$ cat src/rtl/core/bst_pkg.sv
package bst_pkg;

	localparam int LINE_COUNT_BITS_DEF = 16;
	localparam int LINE_W = 16;
	localparam int KIND_W = 4;
	localparam int CHAR_W = 8;
	localparam int CLASS_W = 2;
	localparam int CODE_W = 3;
	localparam int LEN_W = 3;
	localparam int PREFIX_DEPTH = 6;
	localparam int NUM_WORDS = 8;
	localparam int TYPE_CODE_FIRST = 6;
	localparam int FIFO_DEPTH = 4;

	typedef logic [CHAR_W-1:0] char_t;

	typedef enum logic [KIND_W-1:0] {
		KIND_OP        = 4'd0,
		KIND_SEP       = 4'd1,
		KIND_DIGIT     = 4'd2,
		KIND_STR_CHAR  = 4'd3,
		KIND_STR_END   = 4'd4,
		KIND_WORD_CHAR = 4'd5,
		KIND_WORD_END  = 4'd6,
		KIND_UNKNOWN   = 4'd7,
		KIND_UNTERM    = 4'd8
	} kind_t;

	typedef enum logic [CLASS_W-1:0] {
		WCLASS_IDENT   = 2'd0,
		WCLASS_KEYWORD = 2'd1,
		WCLASS_TYPE    = 2'd2
	} wclass_t;

	typedef struct packed {
		kind_t             kind;
		char_t             char_value;
		wclass_t           word_class;
		logic [CODE_W-1:0] word_code;
		logic [LINE_W-1:0] line;
		logic              last;
	} result_t;

	typedef struct packed {
		wclass_t           word_class;
		logic [CODE_W-1:0] word_code;
	} word_match_t;

	// Reserved words, zero padded; the index is the word code.
	localparam char_t WORD_TEXT [NUM_WORDS][PREFIX_DEPTH] = '{
		'{"f", "u", "n", "c", 8'h00, 8'h00},
		'{"i", "f", 8'h00, 8'h00, 8'h00, 8'h00},
		'{"d", "o", 8'h00, 8'h00, 8'h00, 8'h00},
		'{"e", "l", "s", "e", 8'h00, 8'h00},
		'{"w", "h", "i", "l", "e", 8'h00},
		'{"f", "o", "r", 8'h00, 8'h00, 8'h00},
		'{"i", "n", "t", 8'h00, 8'h00, 8'h00},
		'{"s", "t", "r", "i", "n", "g"}
	};

	localparam logic [LEN_W-1:0] WORD_LEN [NUM_WORDS] = '{
		3'd4, 3'd2, 3'd2, 3'd4, 3'd5, 3'd3, 3'd3, 3'd6
	};

	// Compares the held prefix against every reserved word in parallel.
	function automatic word_match_t match_word(input char_t prefix [PREFIX_DEPTH],
			input logic [LEN_W-1:0] len);
		word_match_t m;
		logic        same;
		m.word_class = WCLASS_IDENT;
		m.word_code  = '0;
		for (int k = NUM_WORDS - 1; k >= 0; k--) begin
			same = (WORD_LEN[k] == len);
			for (int i = 0; i < PREFIX_DEPTH; i++) begin
				if ((LEN_W'(i) < len) && (WORD_TEXT[k][i] != prefix[i])) begin
					same = 1'b0;
				end
			end
			if (same) begin
				m.word_class = (k >= TYPE_CODE_FIRST) ? WCLASS_TYPE : WCLASS_KEYWORD;
				m.word_code  = CODE_W'(k);
			end
		end
		return m;
	endfunction

endpackage

$ cat src/rtl/core/bst_in_if.sv
interface bst_in_if;
	logic                       valid;
	logic                       ready;
	logic                       action;
	logic [bst_pkg::CHAR_W-1:0] byte_value;

	modport source (output valid, output action, output byte_value, input ready);
	modport sink (input valid, input action, input byte_value, output ready);
endinterface

$ cat src/rtl/core/bst_out_if.sv
interface bst_out_if;
	logic                        valid;
	logic                        ready;
	logic [bst_pkg::KIND_W-1:0]  kind;
	logic [bst_pkg::CHAR_W-1:0]  char_value;
	logic [bst_pkg::CLASS_W-1:0] word_class;
	logic [bst_pkg::CODE_W-1:0]  word_code;
	logic [bst_pkg::LINE_W-1:0]  line;
	logic                        last;

	modport source (output valid, output kind, output char_value, output word_class,
		output word_code, output line, output last, input ready);
	modport sink (input valid, input kind, input char_value, input word_class,
		input word_code, input line, input last, output ready);
endinterface

$ cat src/rtl/core/byte_stream_tokenizer_unit.sv
// Source text tokenizer: takes one byte (or an end-of-input mark) per item on
// source_bytes and gives zero, one or two result items on tokens, the final one
// of each input item marked by last. An accepted item is held in the input
// register and is then resolved combinationally by the classifier and word
// matcher into a four-entry result queue; a new item is taken every cycle
// as long as the queue holds at most two results. Items that give one result
// each therefore stream at one item per cycle while tokens takes every result
// offered; an item that gives two results (a word ended by a byte that gives a
// result of its own) needs a second pop, which the queue absorbs when followed
// by whitespace. The first result passes the input register and the result
// queue before it is offered. The line counter is LINE_COUNT_BITS wide and
// saturates; the reported line is capped at 65535.
module byte_stream_tokenizer_unit #(
	parameter int LINE_COUNT_BITS = bst_pkg::LINE_COUNT_BITS_DEF
) (
	input  logic       clk,
	input  logic       arst_n,
	bst_in_if.sink     source_bytes,
	bst_out_if.source  tokens
);
	import bst_pkg::*;

	localparam int PTR_W = $clog2(FIFO_DEPTH);
	localparam int CNT_W = $clog2(FIFO_DEPTH + 1);

	typedef enum logic [2:0] {
		CL_OP, CL_SEP, CL_DIGIT, CL_ALPHA, CL_SPACE, CL_QUOTE, CL_OTHER
	} byte_class_t;

	// Input register.
	logic  valid_s1;
	logic  action_s1;
	char_t byte_s1;

	// Tokenizer state. The prefix bytes are only read once written for the
	// current word, so they have no reset.
	logic                       in_word_q;
	logic                       in_string_q;
	char_t                      prefix_q [PREFIX_DEPTH];
	logic [LEN_W-1:0]           word_len_q;
	logic [LINE_COUNT_BITS-1:0] line_q;

	// Result queue.
	result_t          fifo_q [FIFO_DEPTH];
	logic [PTR_W-1:0] wr_ptr_q;
	logic [PTR_W-1:0] rd_ptr_q;
	logic [CNT_W-1:0] count_q;

	logic          accept;
	logic          process;
	logic          pop;
	logic          space;
	byte_class_t   bclass;
	word_match_t   wmatch;
	logic [31:0]   line_wide;
	logic [LINE_W-1:0] line_shown;
	result_t       res_a;
	result_t       res_b;
	logic          a_valid;
	logic          b_valid;
	result_t       slot0;
	result_t       slot1;
	logic [1:0]    push_n;
	logic          next_in_word;
	logic          next_in_string;
	logic          start_word;
	logic          extend_word;

	// The queue must hold both results an item can give before it is resolved.
	assign space   = (count_q <= CNT_W'(FIFO_DEPTH - 2));
	assign process = valid_s1 && space;
	assign source_bytes.ready = !valid_s1 || space;
	assign accept  = source_bytes.valid && source_bytes.ready;
	assign pop     = tokens.valid && tokens.ready;

	always_comb begin
		case (byte_s1) inside
			"+", "=", "-", "/", "!", "*", "%", "|", "&": bclass = CL_OP;
			";", "(", ")", "{", "}", ",", ".", "[", "]": bclass = CL_SEP;
			[8'd9:8'd13], " ":                          bclass = CL_SPACE;
			"\"":                                        bclass = CL_QUOTE;
			["a":"z"], ["A":"Z"]:                        bclass = CL_ALPHA;
			["0":"9"]:                                   bclass = CL_DIGIT;
			default:                                     bclass = CL_OTHER;
		endcase
	end

	// Words longer than the prefix never match; WORD_LEN holds no such length.
	assign wmatch = match_word(prefix_q, word_len_q);

	assign line_wide  = 32'(line_q);
	assign line_shown = (line_wide > 32'(16'hFFFF)) ? 16'hFFFF : line_wide[LINE_W-1:0];

	// Result A is the word end of an open word; result B is whatever the byte
	// itself gives. A comes first when both are present.
	always_comb begin
		res_a.kind       = KIND_WORD_END;
		res_a.char_value = '0;
		res_a.word_class = wmatch.word_class;
		res_a.word_code  = wmatch.word_code;
		res_a.line       = line_shown;
		res_a.last       = 1'b0;

		res_b.kind       = KIND_UNKNOWN;
		res_b.char_value = byte_s1;
		res_b.word_class = WCLASS_IDENT;
		res_b.word_code  = '0;
		res_b.line       = line_shown;
		res_b.last       = 1'b0;

		a_valid        = 1'b0;
		b_valid        = 1'b0;
		next_in_word   = in_word_q;
		next_in_string = in_string_q;
		start_word     = 1'b0;
		extend_word    = 1'b0;

		if (action_s1) begin
			// End of input closes whatever is open.
			a_valid          = in_word_q;
			b_valid          = in_string_q;
			res_b.kind       = KIND_UNTERM;
			res_b.char_value = '0;
			next_in_word     = 1'b0;
			next_in_string   = 1'b0;
		end else if (in_string_q) begin
			b_valid = 1'b1;
			if (bclass == CL_QUOTE) begin
				res_b.kind       = KIND_STR_END;
				res_b.char_value = '0;
				next_in_string   = 1'b0;
			end else begin
				res_b.kind = KIND_STR_CHAR;
			end
		end else if (in_word_q && bclass == CL_ALPHA) begin
			b_valid     = 1'b1;
			res_b.kind  = KIND_WORD_CHAR;
			extend_word = 1'b1;
		end else begin
			// Any non-letter ends an open word, then counts as a fresh byte.
			a_valid      = in_word_q;
			next_in_word = 1'b0;
			case (bclass)
				CL_OP: begin
					b_valid    = 1'b1;
					res_b.kind = KIND_OP;
				end
				CL_SEP: begin
					b_valid    = 1'b1;
					res_b.kind = KIND_SEP;
				end
				CL_DIGIT: begin
					b_valid    = 1'b1;
					res_b.kind = KIND_DIGIT;
				end
				CL_ALPHA: begin
					b_valid      = 1'b1;
					res_b.kind   = KIND_WORD_CHAR;
					next_in_word = 1'b1;
					start_word   = 1'b1;
				end
				CL_QUOTE: begin
					next_in_string = 1'b1;
				end
				CL_SPACE: begin
				end
				default: begin
					b_valid    = 1'b1;
					res_b.kind = KIND_UNKNOWN;
				end
			endcase
		end

		if (a_valid) begin
			slot0      = res_a;
			slot1      = res_b;
			slot0.last = !b_valid;
			slot1.last = 1'b1;
		end else begin
			slot0      = res_b;
			slot1      = res_b;
			slot0.last = 1'b1;
			slot1.last = 1'b1;
		end
		push_n = process ? (2'(a_valid) + 2'(b_valid)) : 2'd0;
	end

	always_ff @(posedge clk or negedge arst_n) begin
		if (!arst_n) begin
			valid_s1 <= 1'b0;
		end else if (accept) begin
			valid_s1 <= 1'b1;
		end else if (process) begin
			valid_s1 <= 1'b0;
		end
	end

	always_ff @(posedge clk) begin
		if (accept) begin
			action_s1 <= source_bytes.action;
			byte_s1   <= source_bytes.byte_value;
		end
	end

	always_ff @(posedge clk or negedge arst_n) begin
		if (!arst_n) begin
			in_word_q   <= 1'b0;
			in_string_q <= 1'b0;
			word_len_q  <= '0;
			line_q      <= '0;
		end else if (process) begin
			in_word_q   <= next_in_word;
			in_string_q <= next_in_string;
			if (start_word) begin
				word_len_q <= LEN_W'(1);
			end else if (extend_word && word_len_q != '1) begin
				word_len_q <= word_len_q + 1'b1;
			end
			// Newlines count everywhere, strings included, after the results.
			if (!action_s1 && byte_s1 == 8'd10 && line_q != '1) begin
				line_q <= line_q + 1'b1;
			end
		end
	end

	always_ff @(posedge clk) begin
		if (process) begin
			if (start_word) begin
				prefix_q[0] <= byte_s1;
			end else if (extend_word && word_len_q < LEN_W'(PREFIX_DEPTH)) begin
				prefix_q[word_len_q] <= byte_s1;
			end
		end
	end

	// Result queue: up to two pushes and one pop per cycle.
	always_ff @(posedge clk) begin
		if (push_n != 2'd0) begin
			fifo_q[wr_ptr_q] <= slot0;
		end
		if (push_n == 2'd2) begin
			fifo_q[PTR_W'(wr_ptr_q + 1'b1)] <= slot1;
		end
	end

	always_ff @(posedge clk or negedge arst_n) begin
		if (!arst_n) begin
			wr_ptr_q <= '0;
			rd_ptr_q <= '0;
			count_q  <= '0;
		end else begin
			wr_ptr_q <= PTR_W'(wr_ptr_q + PTR_W'(push_n));
			if (pop) begin
				rd_ptr_q <= PTR_W'(rd_ptr_q + 1'b1);
			end
			count_q <= CNT_W'(count_q + CNT_W'(push_n) - CNT_W'(pop));
		end
	end

	assign tokens.valid      = (count_q != '0);
	assign tokens.kind       = fifo_q[rd_ptr_q].kind;
	assign tokens.char_value = fifo_q[rd_ptr_q].char_value;
	assign tokens.word_class = fifo_q[rd_ptr_q].word_class;
	assign tokens.word_code  = fifo_q[rd_ptr_q].word_code;
	assign tokens.line       = fifo_q[rd_ptr_q].line;
	assign tokens.last       = fifo_q[rd_ptr_q].last;

endmodule
$ cat src/flat_wrapper.sv
// flat-port wrapper written by rule: the top's interface ports become plain ports
module byte_stream_tokenizer_unit_flat import bst_pkg::*;
#(
	parameter int LINE_COUNT_BITS = bst_pkg::LINE_COUNT_BITS_DEF
)
  (clk, arst_n, source_bytes_valid, source_bytes_action, source_bytes_byte_value, source_bytes_ready, tokens_valid, tokens_kind, tokens_char_value, tokens_word_class, tokens_word_code, tokens_line, tokens_last, tokens_ready);
  bst_in_if source_bytes_i ();
  bst_out_if tokens_i ();
  input  logic clk;
  input  logic arst_n;
  input wire logic [$bits(source_bytes_i.valid)-1:0] source_bytes_valid;
  input wire logic [$bits(source_bytes_i.action)-1:0] source_bytes_action;
  input wire logic [$bits(source_bytes_i.byte_value)-1:0] source_bytes_byte_value;
  output wire logic [$bits(source_bytes_i.ready)-1:0] source_bytes_ready;
  output wire logic [$bits(tokens_i.valid)-1:0] tokens_valid;
  output wire logic [$bits(tokens_i.kind)-1:0] tokens_kind;
  output wire logic [$bits(tokens_i.char_value)-1:0] tokens_char_value;
  output wire logic [$bits(tokens_i.word_class)-1:0] tokens_word_class;
  output wire logic [$bits(tokens_i.word_code)-1:0] tokens_word_code;
  output wire logic [$bits(tokens_i.line)-1:0] tokens_line;
  output wire logic [$bits(tokens_i.last)-1:0] tokens_last;
  input wire logic [$bits(tokens_i.ready)-1:0] tokens_ready;
  assign source_bytes_i.valid = source_bytes_valid;
  assign source_bytes_i.action = source_bytes_action;
  assign source_bytes_i.byte_value = source_bytes_byte_value;
  assign source_bytes_ready = source_bytes_i.ready;
  assign tokens_valid = tokens_i.valid;
  assign tokens_kind = tokens_i.kind;
  assign tokens_char_value = tokens_i.char_value;
  assign tokens_word_class = tokens_i.word_class;
  assign tokens_word_code = tokens_i.word_code;
  assign tokens_line = tokens_i.line;
  assign tokens_last = tokens_i.last;
  assign tokens_i.ready = tokens_ready;
  byte_stream_tokenizer_unit #(.LINE_COUNT_BITS(LINE_COUNT_BITS)) u_core (.clk(clk), .arst_n(arst_n), .source_bytes(source_bytes_i), .tokens(tokens_i));
endmodule
$ cat config.mk
export PLATFORM = sky130hd
export DESIGN_NAME = byte_stream_tokenizer_unit_flat
export DESIGN_NICKNAME = d
export VERILOG_FILES = /design/src/rtl/core/bst_pkg.sv /design/src/rtl/core/bst_in_if.sv /design/src/rtl/core/bst_out_if.sv /design/src/rtl/core/byte_stream_tokenizer_unit.sv /design/src/flat_wrapper.sv
export SDC_FILE = /design/constraint.sdc
export NUM_CORES = 1
export LEC_CHECK = 0
export ABC_AREA = 1
export BUFFER_PORTS_ARGS = -buffer_cell sky130_fd_sc_hd__buf_4
export CAP_MARGIN = 20
export CELL_PAD_IN_SITES_DETAIL_PLACEMENT = 1
export CELL_PAD_IN_SITES_GLOBAL_PLACEMENT = 2
export CORE_MARGIN = 3
export CORE_UTILIZATION = 43
export DETAILED_ROUTE_END_ITERATION = 7
export HOLD_SLACK_MARGIN = 0.06
export MAX_ROUTING_LAYER = met4
export PLACE_DENSITY_LB_ADDON = 0.1
export SKIP_LAST_GASP = 1
export SLEW_MARGIN = 25
export SYNTH_ARGS = -nofsm -noshare
export SYNTH_HDL_FRONTEND = slang
export SYNTH_SLANG_ARGS = --single-unit
$ cat constraint.sdc
create_clock -name clk -period 6.6 [get_ports clk]
set_input_delay 0.33 -clock clk [delete_from_list [all_inputs] [get_ports clk]]
set_output_delay 0.33 -clock clk [all_outputs]
set_load 0.1 [all_outputs]
Word-level counts from Yosys, hierarchy flattened

Memories as Yosys holds them, arrays and structs flattened.
Cells that the tools add are included.

Register bits after elaboration: 86
Memory bits (writable): 136
Input bits: 13
Logic and storage cells: 280
Memories: 1

Memory list:

| name          | words | width | read ports | clocked after memory_dff | write ports | line                             | RTL |
|---|---|---|---|---|---|---|---|
| u_core.fifo_q | 4     | 34    | 1          | 0                        | 2           | byte_stream_tokenizer_unit.sv:44 | `result_t fifo_q [FIFO_DEPTH];` |

Add/subtract/negate cells: 8
Magnitude comparators: 19
Equal/unequal tests: 61
Mux-type cells: 107
Bitwise logic cells: 2
Reduce and logical (&&, ||, !) cells: 66

Operators by type and width:

| cell                                                                  | count |
|---|---|
| 7-bit by 8-bit != test with 1-bit output, first input constant        | 25 |
| 8-bit by 6-bit equality test with 1-bit output, second input constant | 15 |
| 1-bit two-way mux                                                     | 76 |
| 48-bit bitwise mux                                                    | 1 |
| 48-bit two-way mux                                                    | 1 |
| 1-bit logical AND                                                     | 42 |
| 8-bit by 7-bit equality test with 1-bit output, second input constant | 5 |
| 5-bit two-way mux                                                     | 8 |
| 34-bit two-way mux                                                    | 1 |
| 8-bit two-way mux                                                     | 4 |
| 8-bit nonzero test                                                    | 4 |
| 3-bit two-way mux                                                     | 9 |
| 8-bit demux with 3-bit select                                         | 1 |
| 9-bit OR reduction                                                    | 2 |
| 16-bit by 1-bit adder with 16-bit output, second input constant       | 1 |
| 8-bit by 7-bit >= comparator with 1-bit output, second input constant | 2 |
| 16-bit > comparator, second input constant                            | 1 |
| 8-bit by 7-bit <= comparator with 1-bit output, second input constant | 2 |
| 16-bit two-way mux                                                    | 1 |
| 16-bit != test, second input constant                                 | 1 |
| 12-bit two-way mux                                                    | 1 |
| 3-bit case mux with 4 select lines                                    | 1 |
| 3-bit equality test, first input constant                             | 3 |
| 8-bit by 4-bit equality test with 1-bit output, second input constant | 1 |
| 36 further kinds                                                      | 55 |

Logic depth before layout (Yosys ltp)

Gate-level depths: netlist of the first run.

Word-level depth: 19
Gate-level depth with buffers: 23
Mapped depth without buffers: 19

Worst setup path before layout of the first run

OpenSTA, ideal clock, no wires.

Path type: register -> register
Start: reg u_core.byte_s1[0]
End: mem u_core.fifo_q[0][31] in the netlist's numbering (data pin)
Arrival time: 2.975 ns
Slack: 3.479 ns
Stages on the path, launching flop included: 23
Period minus slack after synthesis: 3.121 ns
Cell sequence: edfxtp_1 buf_4 nor2_4 nand2_1 nand2_1 nand2_1 nand2_1 inv_2 nand2_2 nand2_4 inv_2 buf_6 buf_8 ha_1 inv_1 nor2_4 inv_2 nor2_4 nand3_1 nand2_2 inv_2 buf_2 a21oi_1

RTL lines:

| what                   | line                              | RTL |
|---|---|---|
| from (decl)            | byte_stream_tokenizer_unit.sv:33  | `char_t byte_s1;` |
| from (signal assigned) | byte_stream_tokenizer_unit.sv:201 | `byte_s1 <= source_bytes.byte_value;` |
| to (decl)              | byte_stream_tokenizer_unit.sv:44  |  |

==> results of run 1 <==
## power groups by stage
stage	combinational, µW	sequential, µW	clock, µW
floorplan	2170	1870	0
global placement	2750	1930	0
detailed placement	2780	1930	0
CTS	2790	1910	1410
global route	2950	1930	1460
finish	2770	1900	1380
## kinds of logic (layout without fill, tap and decap cells)
logic type	after synthesis	count (layout)	share of synthesized area [%]
AND/OR/NAND/NOR	559	559	23.29
adder cells (fa/ha/maj)	11	11	1.379
other	1	1	0.03562
flip-flops	222	222	59.67
XOR/XNOR	21	21	1.747
buffers and inverters	134	210	5.361
AO/OA/AOI/OAI	162	162	8.523
## metal layers
metal  share of wire (%)  global-route usage [%]  vias up  wire length [µm]
met4                 1.5                   4.110        0               438
met5                   0                       -        -                 0
met3                 4.9                   2.798       34              1458
met1                  48                   34.51     4049             14500
met2                  45                   37.50      199             13570
li1                    -                       -     3883                 -
## flip-flops by register name, summed over array words and instances, names as in the netlist
signal / cells
u_core.word_len_q: 3
u_core.byte_s1: 8
u_core.count_q: 3
u_core.fifo_q: 136
u_core.in_string_q: 1
u_core.line_q: 16
u_core.prefix_q: 48
u_core.action_s1: 1
u_core.wr_ptr_q: 2
u_core.valid_s1: 1
u_core.in_word_q: 1
u_core.rd_ptr_q: 2
## cell usage in the layout, fill, tap and decap left out, types with 5 or more instances in the layout
cell type      count
dlygate4sd3_1     11
nor2_1           244
inv_2             16
ha_1              10
clkinv_1           6
nand4_1           29
clkbuf_1           6
nor3_1            19
o21ai_0           94
dfxtp_1           24
dfrtp_1           28
clkbuf_16         27
nand2_2           10
inv_1             77
nand2_1          166
nand3_1           53
edfxtp_1         169
a21oi_1           15
o22ai_1           38
nand2_4            5
xor2_1            19
buf_4             55
nor2_2            18
## worst max path at each step
stage | from | endpoint | slack [ps] | cells past startpoint
2_1_floorplan | u_core.byte_s1[0] | u_core.fifo_q[0][31] | 3480 | 22
3_3_place_gp | u_core.byte_s1[3] | u_core.fifo_q[0][32] | 2280 | 17
3_5_place_dp | u_core.byte_s1[1] | u_core.fifo_q[0][32] | 2140 | 18
4_1_cts | u_core.byte_s1[1] | u_core.fifo_q[0][32] | 2110 | 18
5_1_grt | u_core.byte_s1[3] | u_core.fifo_q[0][32] | 1740 | 17
6_report | u_core.byte_s1[1] | u_core.fifo_q[0][32] | 2100 | 18
## through the flow
| step | hold WS [ps] | instances | util, % | cell area [µm²] |
|---|---|---|---|---|
| floorplan | 34.41 | 1110 | - | 10530 |
| global placement | 300.2 | 1446 | 46.91 | 11140 |
| detailed placement | 307.3 | 1446 | 46.92 | 11150 |
| CTS | 278.6 | 1505 | 50.85 | 12080 |
| global route | 320.3 | 1505 | 50.85 | 12080 |
| finish | 284.4 | 1505 | 50.85 | 12080 |
## cell type report
| cell class | count | area share (%) |
|---|---|---|
| Inverter | 96 | 3.025 |
| Clock buffer | 35 | 6.008 |
| Clock inverter | 13 | 0.8080 |
| Sequential cell | 222 | 52.01 |
| Multi-Input combinational cell | 754 | 30.52 |
| Timing Repair Buffer | 66 | 4.330 |
| Tap cell | 319 | 3.304 |
==> impl_metrics.py, run 1 <==
metrics = {
    "logic_synthesis": {
        "synthArstFlopShare_pct": 13.06,
        "syn-cell-area_um2": 10530,
        "synth.most_common_cell": "nor2_1",
        "synth_flop_cell": "edfxtp_1",
        "yosysSeqAreaShare_pct": 59.67,
        "synth_fp_nets": 1134,
        "synthTopCellsByArea": "edfxtp_1 48%, nor2_1 8.7%, dfrtp_1 6.9%, nand2_1 5.9%, dfxtp_1 4.6%",
        "yosys.cell_types.count": 41,
        "ys_ff_latch": 222,
        "synth_area_leader_cell": "edfxtp_1",
        "syn_area_per_cell_um2": 9.483,
        "yosysTopAreaCellShare_pct": 48.21,
        "yosysWarnings": 0,
        "synth-edff-count": 169,
        "ys_top_cells_by_count": "244 x nor2_1, 169 x edfxtp_1, 166 x nand2_1",
        "netlist_instances": 1110,
    },
    "power": {
        "p_leak_uw": 0.004431,
        "p_per_area_nw_per_um2": 501.8,
        "power_uw": 6061,
        "seq_power_share_pct": 31.4,
        "p_int_uw": 3103,
        "peakVddDrop_v": 0.0003665,
        "switchingPower_uw": 2958,
        "swShare_pct": 48.81,
        "clockPowerShare_pct": 22.8,
        "power_frac_comb_pct": 45.8,
    },
    "sta": {
        "slew-limit-headroom_pct": 39.45,
        "finalCriticalPeriod_ps": 4500,
        "post-route-period-util_pct": 68.18,
        "finalHoldViolations": 0,
        "max_freq_mhz": 222.2,
        "setup_ws_ps": 2100,
        "tightest_slew_ps": 905.1,
        "skew_ps": 20.19,
        "rsz0062_at_grt": "no",
        "report.final.slew_viol_count": 0,
        "fin_tns_setup_ps": 0,
        "finalSetupViolCount": 0,
    },
    "grt": {
        "antenna_found_initial": 0,
        "grt_max_degree": 72,
        "track_usage_pct": 23.97,
        "gr-total-overflow": 0,
        "grt_pass1_wl_um": 48260,
        "grt_pass1_vias": 8571,
    },
    "cells_and_area": {
        "multiInputGateArea_um2": 3686,
        "fin_nets": 1190,
        "fillers": 2708,
        "syn2layout_area_growth_pct": 14.75,
        "antenna_cells": 0,
        "regArea_um2": 6282,
        "drive_above_1_share_pct": 12.98,
    },
    "setup_path": {
        "path_buf_inv": 5,
        "crit_path_max_incr_delay_ps": 720,
        "reg2reg_from": "u_core.byte_s1[1]",
        "cp_max_fo": 31,
        "r2r-end": "u_core.fifo_q[0][32]",
        "setup.worst_path.start_class": "flop",
        "worstPathArrival_ps": 4850,
        "crit_required_ps": 6950,
        "r2r_cells": 18,
        "end_kind": "flop",
        "path_class": "flop to flop",
        "cp_slowest_cell": "nand2_2",
        "crit_chain": "nor2_4, nand2_1, nand2_1, nand2_1, nand2_1, inv_2, nand2_2, nand2_4, inv_2, ha_1, inv_1, nor2_4, inv_2, nor2_4, nand3_1, nand2_2, inv_2, a21oi_1",
        "cp_top_family": "simple AND/OR/NAND/NOR gates",
        "r2r_setup_slack_ps": 2100,
    },
    "cts": {
        "clkTransAtPathRegs_ps": 60,
        "postCtsHoldBufs": 11,
        "cts.repair.resized": 0,
        "post_cts_buffers": 0,
        "clock-sinks": 222,
        "cts_root_buf": "clkbuf_16",
        "cts_tree": "yes",
        "numCtsBuffers": 26,
        "insertion_delay_ps": 520,
        "cts_max_path_buffers": 3,
        "htree_levels": 1,
    },
    "floorplanning": {
        "initial_core_util_pct": 44.32,
        "io_pins": 49,
        "fp.dieH_um": 162.5,
        "fp-row-count": 56,
        "fp.dieW_um": 162.5,
        "core_region_area_um2": 23750,
        "die_area_um2": 26390,
    },
    "placed_design": {
        "detailed_place_hpwl_um": 20340,
        "dpl_worst_slack_ps": 2136,
        "gp_congestion": 0.8662,
        "port_buffers": 48,
    },
    "routing": {
        "ant_nets": 0,
        "finalWirelength_um": 29970,
        "drt_iter0_drc": 539,
        "wl_per_cell_um": 19.91,
        "drtPass1Iterations": 5,
        "dr_total_vias": 8165,
        "drc_errors": 0,
        "routed_via_density": 5.425,
    },
    "worst_hold_path": {
        "hp-class": "input pin to async pin",
    },
    "status": {
        "outcome": "finished clean",
    },
    "run": {
        "timing.max_cap.violations": 0,
    },
}
Power figures use the tool's default switching activity.
==> inputs of run 2 (changes only) <==
--- a/config.mk
+++ b/config.mk
@@ -5,13 +5,13 @@
 export SDC_FILE = /design/constraint.sdc
 export NUM_CORES = 1
 export LEC_CHECK = 0
-export ABC_AREA = 1
+export ABC_AREA = 0
 export BUFFER_PORTS_ARGS = -buffer_cell sky130_fd_sc_hd__buf_4
 export CAP_MARGIN = 20
 export CELL_PAD_IN_SITES_DETAIL_PLACEMENT = 1
 export CELL_PAD_IN_SITES_GLOBAL_PLACEMENT = 2
 export CORE_MARGIN = 3
-export CORE_UTILIZATION = 43
+export CORE_UTILIZATION = 39
 export DETAILED_ROUTE_END_ITERATION = 7
 export HOLD_SLACK_MARGIN = 0.06
 export MAX_ROUTING_LAYER = met4
==> constraint.sdc (replaced) <==
create_clock -name clk -period 3.7 [get_ports clk]
set_input_delay 0.185 -clock clk [delete_from_list [all_inputs] [get_ports clk]]
set_output_delay 0.185 -clock clk [all_outputs]
set_load 0.1 [all_outputs]
==> run 2 against run 1 <==
  * Clock skew down 2.6 ps
  * Worst setup slack worse by 1800 ps
  * Hold slack worse by 130 ps
  * Global-route usage down 4.3 points
  * Die area up 5.7%
==> impl_metrics.py, run 2 <==
metrics = {
    "sta": {
        "finalSetupViolCount": 0,
        "report.final.slew_viol_count": 0,
        "post-route-period-util_pct": 92.72,
        "finalHoldViolations": 0,
        "skew_ps": 17.62,
        "tightest_slew_ps": 935.9,
        "fin_tns_setup_ps": 0,
        "slew-limit-headroom_pct": 37.61,
        "max_freq_mhz": 291.5,
        "setup_ws_ps": 269.2,
        "rsz0062_at_grt": "no",
        "finalCriticalPeriod_ps": 3431,
    },
    "cts": {
        "clock-sinks": 222,
        "cts_root_buf": "clkbuf_16",
        "cts_tree": "yes",
        "insertion_delay_ps": 530,
        "clkTransAtPathRegs_ps": 60,
        "numCtsBuffers": 25,
        "cts_max_path_buffers": 3,
        "htree_levels": 1,
        "cts.repair.resized": 0,
    },
    "power": {
        "peakVddDrop_v": 0.0006160,
        "p_per_area_nw_per_um2": 814.4,
        "p_leak_uw": 0.004251,
        "power_uw": 9722,
    },
    "routing": {
        "finalWirelength_um": 26310,
        "ant_nets": 0,
        "routed_via_density": 5.435,
        "drt_iter0_drc": 373,
        "drc_errors": 0,
        "drtPass1Iterations": 4,
        "wl_per_cell_um": 21.94,
        "dr_total_vias": 6516,
    },
    "setup_path": {
        "r2r_setup_slack_ps": 270,
        "path_buf_inv": 3,
        "cp_slowest_cell": "or4_1",
        "crit_chain": "or4_1, o22ai_1, o21ai_2, inv_1, ha_1, or2_2, nand3_1, or2_2, and2_1, inv_2, buf_4, nand3_1, o21ai_0",
        "r2r_cells": 13,
        "crit_required_ps": 4140,
        "reg2reg_from": "u_core.byte_s1[1]",
        "cp_top_family": "simple AND/OR/NAND/NOR gates",
        "path_class": "flop to flop",
        "r2r-end": "u_core.fifo_q[3][18]",
        "end_kind": "flop",
        "worstPathArrival_ps": 3870,
        "crit_path_max_incr_delay_ps": 520,
        "setup.worst_path.start_class": "flop",
        "cp_max_fo": 16,
    },
    "placed_design": {
        "place_inst": 1141,
        "dpl_worst_slack_ps": 280.7,
        "port_buffers": 48,
        "detailed_place_hpwl_um": 18750,
        "gp_congestion": 0.8593,
    },
    "cells_and_area": {
        "syn2layout_area_growth_pct": 18.04,
        "drive_above_1_share_pct": 21.40,
        "top_register": "u_core.fifo_q",
        "mostFrequentLayoutCells": "169 x edfxtp_1, 84 x buf_4, 78 x nor2_1",
        "antenna_cells": 0,
        "final_common_cell": "edfxtp_1",
        "fin_nets": 874,
        "reg_top3": "u_core.fifo_q (136), u_core.prefix_q (48), u_core.line_q (16)",
        "fin_cells": 1199,
        "fillers": 2552,
        "largest_register_ffs": 136,
    },
    "run": {
        "timing.max_cap.violations": 0,
    },
    "grt": {
        "grt_pass1_wl_um": 42000,
        "track_usage_pct": 19.67,
        "grt_pass1_vias": 7163,
        "grt_max_degree": 30,
        "antenna_found_initial": 0,
        "gr-total-overflow": 0,
    },
    "logic_synthesis": {
        "ys_top_cells_by_count": "169 x edfxtp_1, 78 x nor2_1, 58 x and2_1",
        "synthTopCellsByArea": "edfxtp_1 50%, mux4_2 7.6%, dfrtp_1 7.2%, dfxtp_1 4.8%, and2_1 3.6%",
        "synth_fp_nets": 781,
        "synth-edff-count": 169,
        "yosysSeqAreaShare_pct": 62.11,
        "synthArstFlopShare_pct": 13.06,
        "netlist_instances": 757,
        "syn-cell-area_um2": 10110,
        "syn_area_per_cell_um2": 13.36,
        "synth.most_common_cell": "edfxtp_1",
        "yosys.cell_types.count": 81,
        "synth_area_leader_cell": "edfxtp_1",
        "yosysTopAreaCellShare_pct": 50.19,
        "ys_ff_latch": 222,
        "yosysWarnings": 0,
        "synth_flop_cell": "edfxtp_1",
    },
    "floorplanning": {
        "initial_core_util_pct": 39.93,
        "fp.dieW_um": 167.0,
        "fp.dieH_um": 167.0,
        "die_area_um2": 27900,
        "fp-row-count": 58,
        "io_pins": 49,
        "core_region_area_um2": 25330,
    },
    "worst_hold_path": {
        "hp-class": "input pin to async pin",
    },
    "status": {
        "outcome": "finished clean",
    },
}
==> run 2: per-stage QoR <==
step	instance area, µm²	util [%]	hold WS [ps]
2_1_floorplan	10120	-	-110.6
3_3_place_gp	11080	43.77	173.5
3_5_place_dp	11080	43.77	174.9
4_1_cts	11940	47.13	160.5
5_1_grt	11940	47.13	182.3
6_report	11940	47.13	154.3
==> run 2: what timing repair did <==
action,CTS,global route
endpoints found under the hold margin,40,0
hold buffers,12,0
buffers inserted,0,0
==> run 2: worst max-delay path by stage <==
stage | start | endpoint | depth (start not counted)
CTS | u_core.byte_s1[1] | u_core.fifo_q[3][18] | 13
global placement | u_core.byte_s1[7] | u_core.fifo_q[1][33] | 11
finish | u_core.byte_s1[1] | u_core.fifo_q[3][18] | 13
global route | u_core.byte_s1[1] | u_core.fifo_q[0][32] | 13
detailed placement | u_core.byte_s1[0] | u_core.fifo_q[3][30] | 12
floorplan | u_core.byte_s1[4] | u_core.fifo_q[3][10] | 12
==> run 2: layout make-up <==
type | instances | area [µm²] | share of cell area (%)
inverter | 22 | 82.58 | 0.6918
timing repair buffer | 99 | 810.8 | 6.792
tap | 330 | 412.9 | 3.459
clock inverter | 13 | 76.32 | 0.6394
multi-input combinational | 480 | 3616 | 30.29
sequential | 222 | 6282 | 52.63
clock buffer | 33 | 655.6 | 5.493
==> run 2: where the power goes <==
group	total, µW	leakage [µW]	switching, µW	internal (µW)
clock	2240	0.000358	989	1250
sequential	3390	0.00214	310	3080
combinational	4080	0.00175	2960	1130
total	9720	0.00425	4260	5470
==> run 2: cell families (layout without fill, tap and decap cells) <==
| kind of cell | count (synthesis) | after routing | share of synthesized area, % |
|---|---|---|---|
| flops | 222 | 222 | 62.11 |
| compound gates | 85 | 85 | 6.026 |
| simple gates | 324 | 324 | 18.47 |
| other cells | 1 | 1 | 0.03708 |
| mux | 36 | 36 | 7.795 |
| buf+inv | 55 | 167 | 2.128 |
| xor+xnor | 23 | 23 | 1.992 |
| fa+ha+maj | 11 | 11 | 1.435 |
==> run 2: routing by layer <==
| metal | share of wire (%) | track usage (%) | vias up |
|---|---|---|---|
| met5 | 0 | - | - |
| met4 | 2.5 | 4.806 | 0 |
| met3 | 3.1 | 2.730 | 51 |
| met2 | 50 | 33.30 | 108 |
| met1 | 44 | 25.24 | 3332 |
| li1 | - | - | 3025 |
==> inputs of run 3 (changes only) <==
--- a/config.mk
+++ b/config.mk
@@ -15,7 +15,7 @@
 export DETAILED_ROUTE_END_ITERATION = 7
 export HOLD_SLACK_MARGIN = 0.06
 export MAX_ROUTING_LAYER = met4
-export PLACE_DENSITY_LB_ADDON = 0.1
+export PLACE_DENSITY = 0.83
 export SKIP_LAST_GASP = 1
 export SLEW_MARGIN = 25
 export SYNTH_ARGS = -nofsm -noshare
==> run 3 against run 2 <==
  * First-iteration DRC count increased by 13%
  * Die area unchanged
  * Global-route usage decreased by 0.75 points
  * Combinational power about the same
  * Clock power increased by 16%
  * Clock skew decreased by 10 ps
  * Flip-flop and latch count unchanged
==> impl_metrics.py, run 3 (same netlist as run 2, synthesis figures left out) <==
metrics = {
    "grt": {
        "grt_pass1_wl_um": 40650,
        "grt_pass1_vias": 6946,
        "gr-total-overflow": 0,
        "grt_max_degree": 35,
        "track_usage_pct": 18.92,
        "antenna_found_initial": 0,
    },
    "cells_and_area": {
        "reg_top3": "u_core.fifo_q (136), u_core.prefix_q (48), u_core.line_q (16)",
        "fin_util_pct": 47.56,
        "drive_above_1_share_pct": 22.31,
        "fin_nets": 870,
        "top_register": "u_core.fifo_q",
        "final_common_cell": "edfxtp_1",
        "final_area_um2": 12050,
        "largest_register_ffs": 136,
        "syn2layout_area_growth_pct": 19.12,
        "antenna_cells": 0,
        "multiInputGateArea_um2": 3618,
        "fillers": 2565,
        "mostFrequentLayoutCells": "169 x edfxtp_1, 80 x buf_4, 78 x nor2_1",
        "regArea_um2": 6284,
    },
    "cts": {
        "insertion_delay_ps": 520,
        "cts_root_buf": "clkbuf_16",
        "htree_levels": 1,
        "cts_max_path_buffers": 3,
        "numCtsBuffers": 25,
        "cts_tree": "yes",
        "clkTransAtPathRegs_ps": 60,
        "clock-sinks": 222,
    },
    "routing": {
        "drc_errors": 0,
        "routed_via_density": 5.427,
        "dr_total_vias": 6485,
        "finalWirelength_um": 25220,
        "drtPass1Iterations": 5,
        "drt_iter0_drc": 422,
        "ant_nets": 0,
        "wl_per_cell_um": 21.11,
    },
    "sta": {
        "slew-limit-headroom_pct": 42.98,
        "finalCriticalPeriod_ps": 3407,
        "report.final.slew_viol_count": 0,
        "post-route-period-util_pct": 92.08,
        "max_freq_mhz": 293.5,
        "finalHoldViolations": 0,
        "tightest_slew_ps": 843.8,
        "skew_ps": 7.601,
        "rsz0062_at_grt": "yes",
        "setup_ws_ps": 293.1,
        "finalSetupViolCount": 0,
    },
    "placed_design": {
        "dpl_worst_slack_ps": 278.5,
        "detailed_place_hpwl_um": 17340,
        "postPlaceCellArea_um2": 11040,
        "gp_congestion": 0.8850,
        "port_buffers": 48,
    },
    "floorplanning": {
        "fp.dieW_um": 167.0,
        "io_pins": 49,
        "fp-row-count": 58,
        "initial_core_util_pct": 39.93,
        "fp.dieH_um": 167.0,
        "die_area_um2": 27900,
        "core_region_area_um2": 25330,
    },
    "setup_path": {
        "cp_max_fo": 34,
        "crit_required_ps": 4050,
        "end_kind": "flop",
        "worstPathArrival_ps": 3760,
        "setup.worst_path.start_class": "flop",
        "path_class": "flop to flop",
    },
    "power": {
        "peakVddDrop_v": 0.0006440,
        "p_per_area_nw_per_um2": 833.2,
        "power_uw": 10040,
        "p_leak_uw": 0.004306,
    },
    "status": {
        "outcome": "finished clean",
    },
    "run": {
        "timing.max_cap.violations": 0,
    },
    "worst_hold_path": {
        "hp-class": "input pin to async pin",
    },
}
run 3: changes by cell type in the layout (fill, tap and decap cells not counted), moves of 2 or more:
cell / delta
clkbuf_8: +4
bufinv_16: +4
buf_4: -4
clkinv_1: -2
clkbuf_1: -7
run 3: per-layer routing:
layer	track usage [%]	up-vias	routed length [µm]
met3	2.611	38	1061
met2	30.75	144	12260
met5	-	-	0
li1	-	3014	-
met4	4.412	0	535
met1	25.52	3289	11370
run 3: what timing repair did:
action,CTS,global route
gates resized for setup,0,2
buffers inserted,0,0
hold endpoints to repair,40,0
setup endpoints to repair,0,3
hold buffers,12,0
run 3: report_power, final:
part | switching (µW) | internal [µW]
Sequential | 295 | 3090
Combinational | 2960 | 1110
Clock | 994 | 1600
Total | 4240 | 5790
run 3: worst max-delay path: stages (launching register included):
cell      delay, ps
edfxtp_1        400
or4_1           530
o22ai_1         320
o21ai_2         120
inv_1            80
ha_1            220
nand3_2         220
or3_1           460
and2_1          180
inv_2           210
buf_12          240
nand2_1          80
a21oi_1         170
run 3: worst paths after layout:
kind	slack, ps	from	end	depth (start not counted)
setup / recovery	290	u_core.byte_s1[0]	u_core.fifo_q[3][32]	12
hold / removal	150	arst_n	u_core.line_q[7]	2
setup reg to reg	290	u_core.byte_s1[0]	u_core.fifo_q[3][32]	12
hold reg to reg	460	u_core.fifo_q[2][18]	u_core.fifo_q[2][18]	2
max in group asynchronous	3200	arst_n	u_core.rd_ptr_q[1]	2
min in group clk	380	source_bytes_byte_value[2]	u_core.byte_s1[2]	2
run 3: cell type report:
cell class | instances | share of cell area (%)
clock buffers | 30 | 5.682
clock inverters | 16 | 1.589
inverters | 22 | 0.6856
multi-input cells | 480 | 30.04
flip-flops and latches | 222 | 52.17
well taps | 330 | 3.428
repair buffers | 95 | 6.409
run 3: per-stage QoR:
stage	hold slack, ps	std cells	setup TNS (ps)
floorplan	-110.6	757	0
global placement	171.6	1137	0
detailed placement	167.4	1137	0
CTS	157.1	1195	0
global route	181.1	1195	-9.044
finish	153.8	1195	0
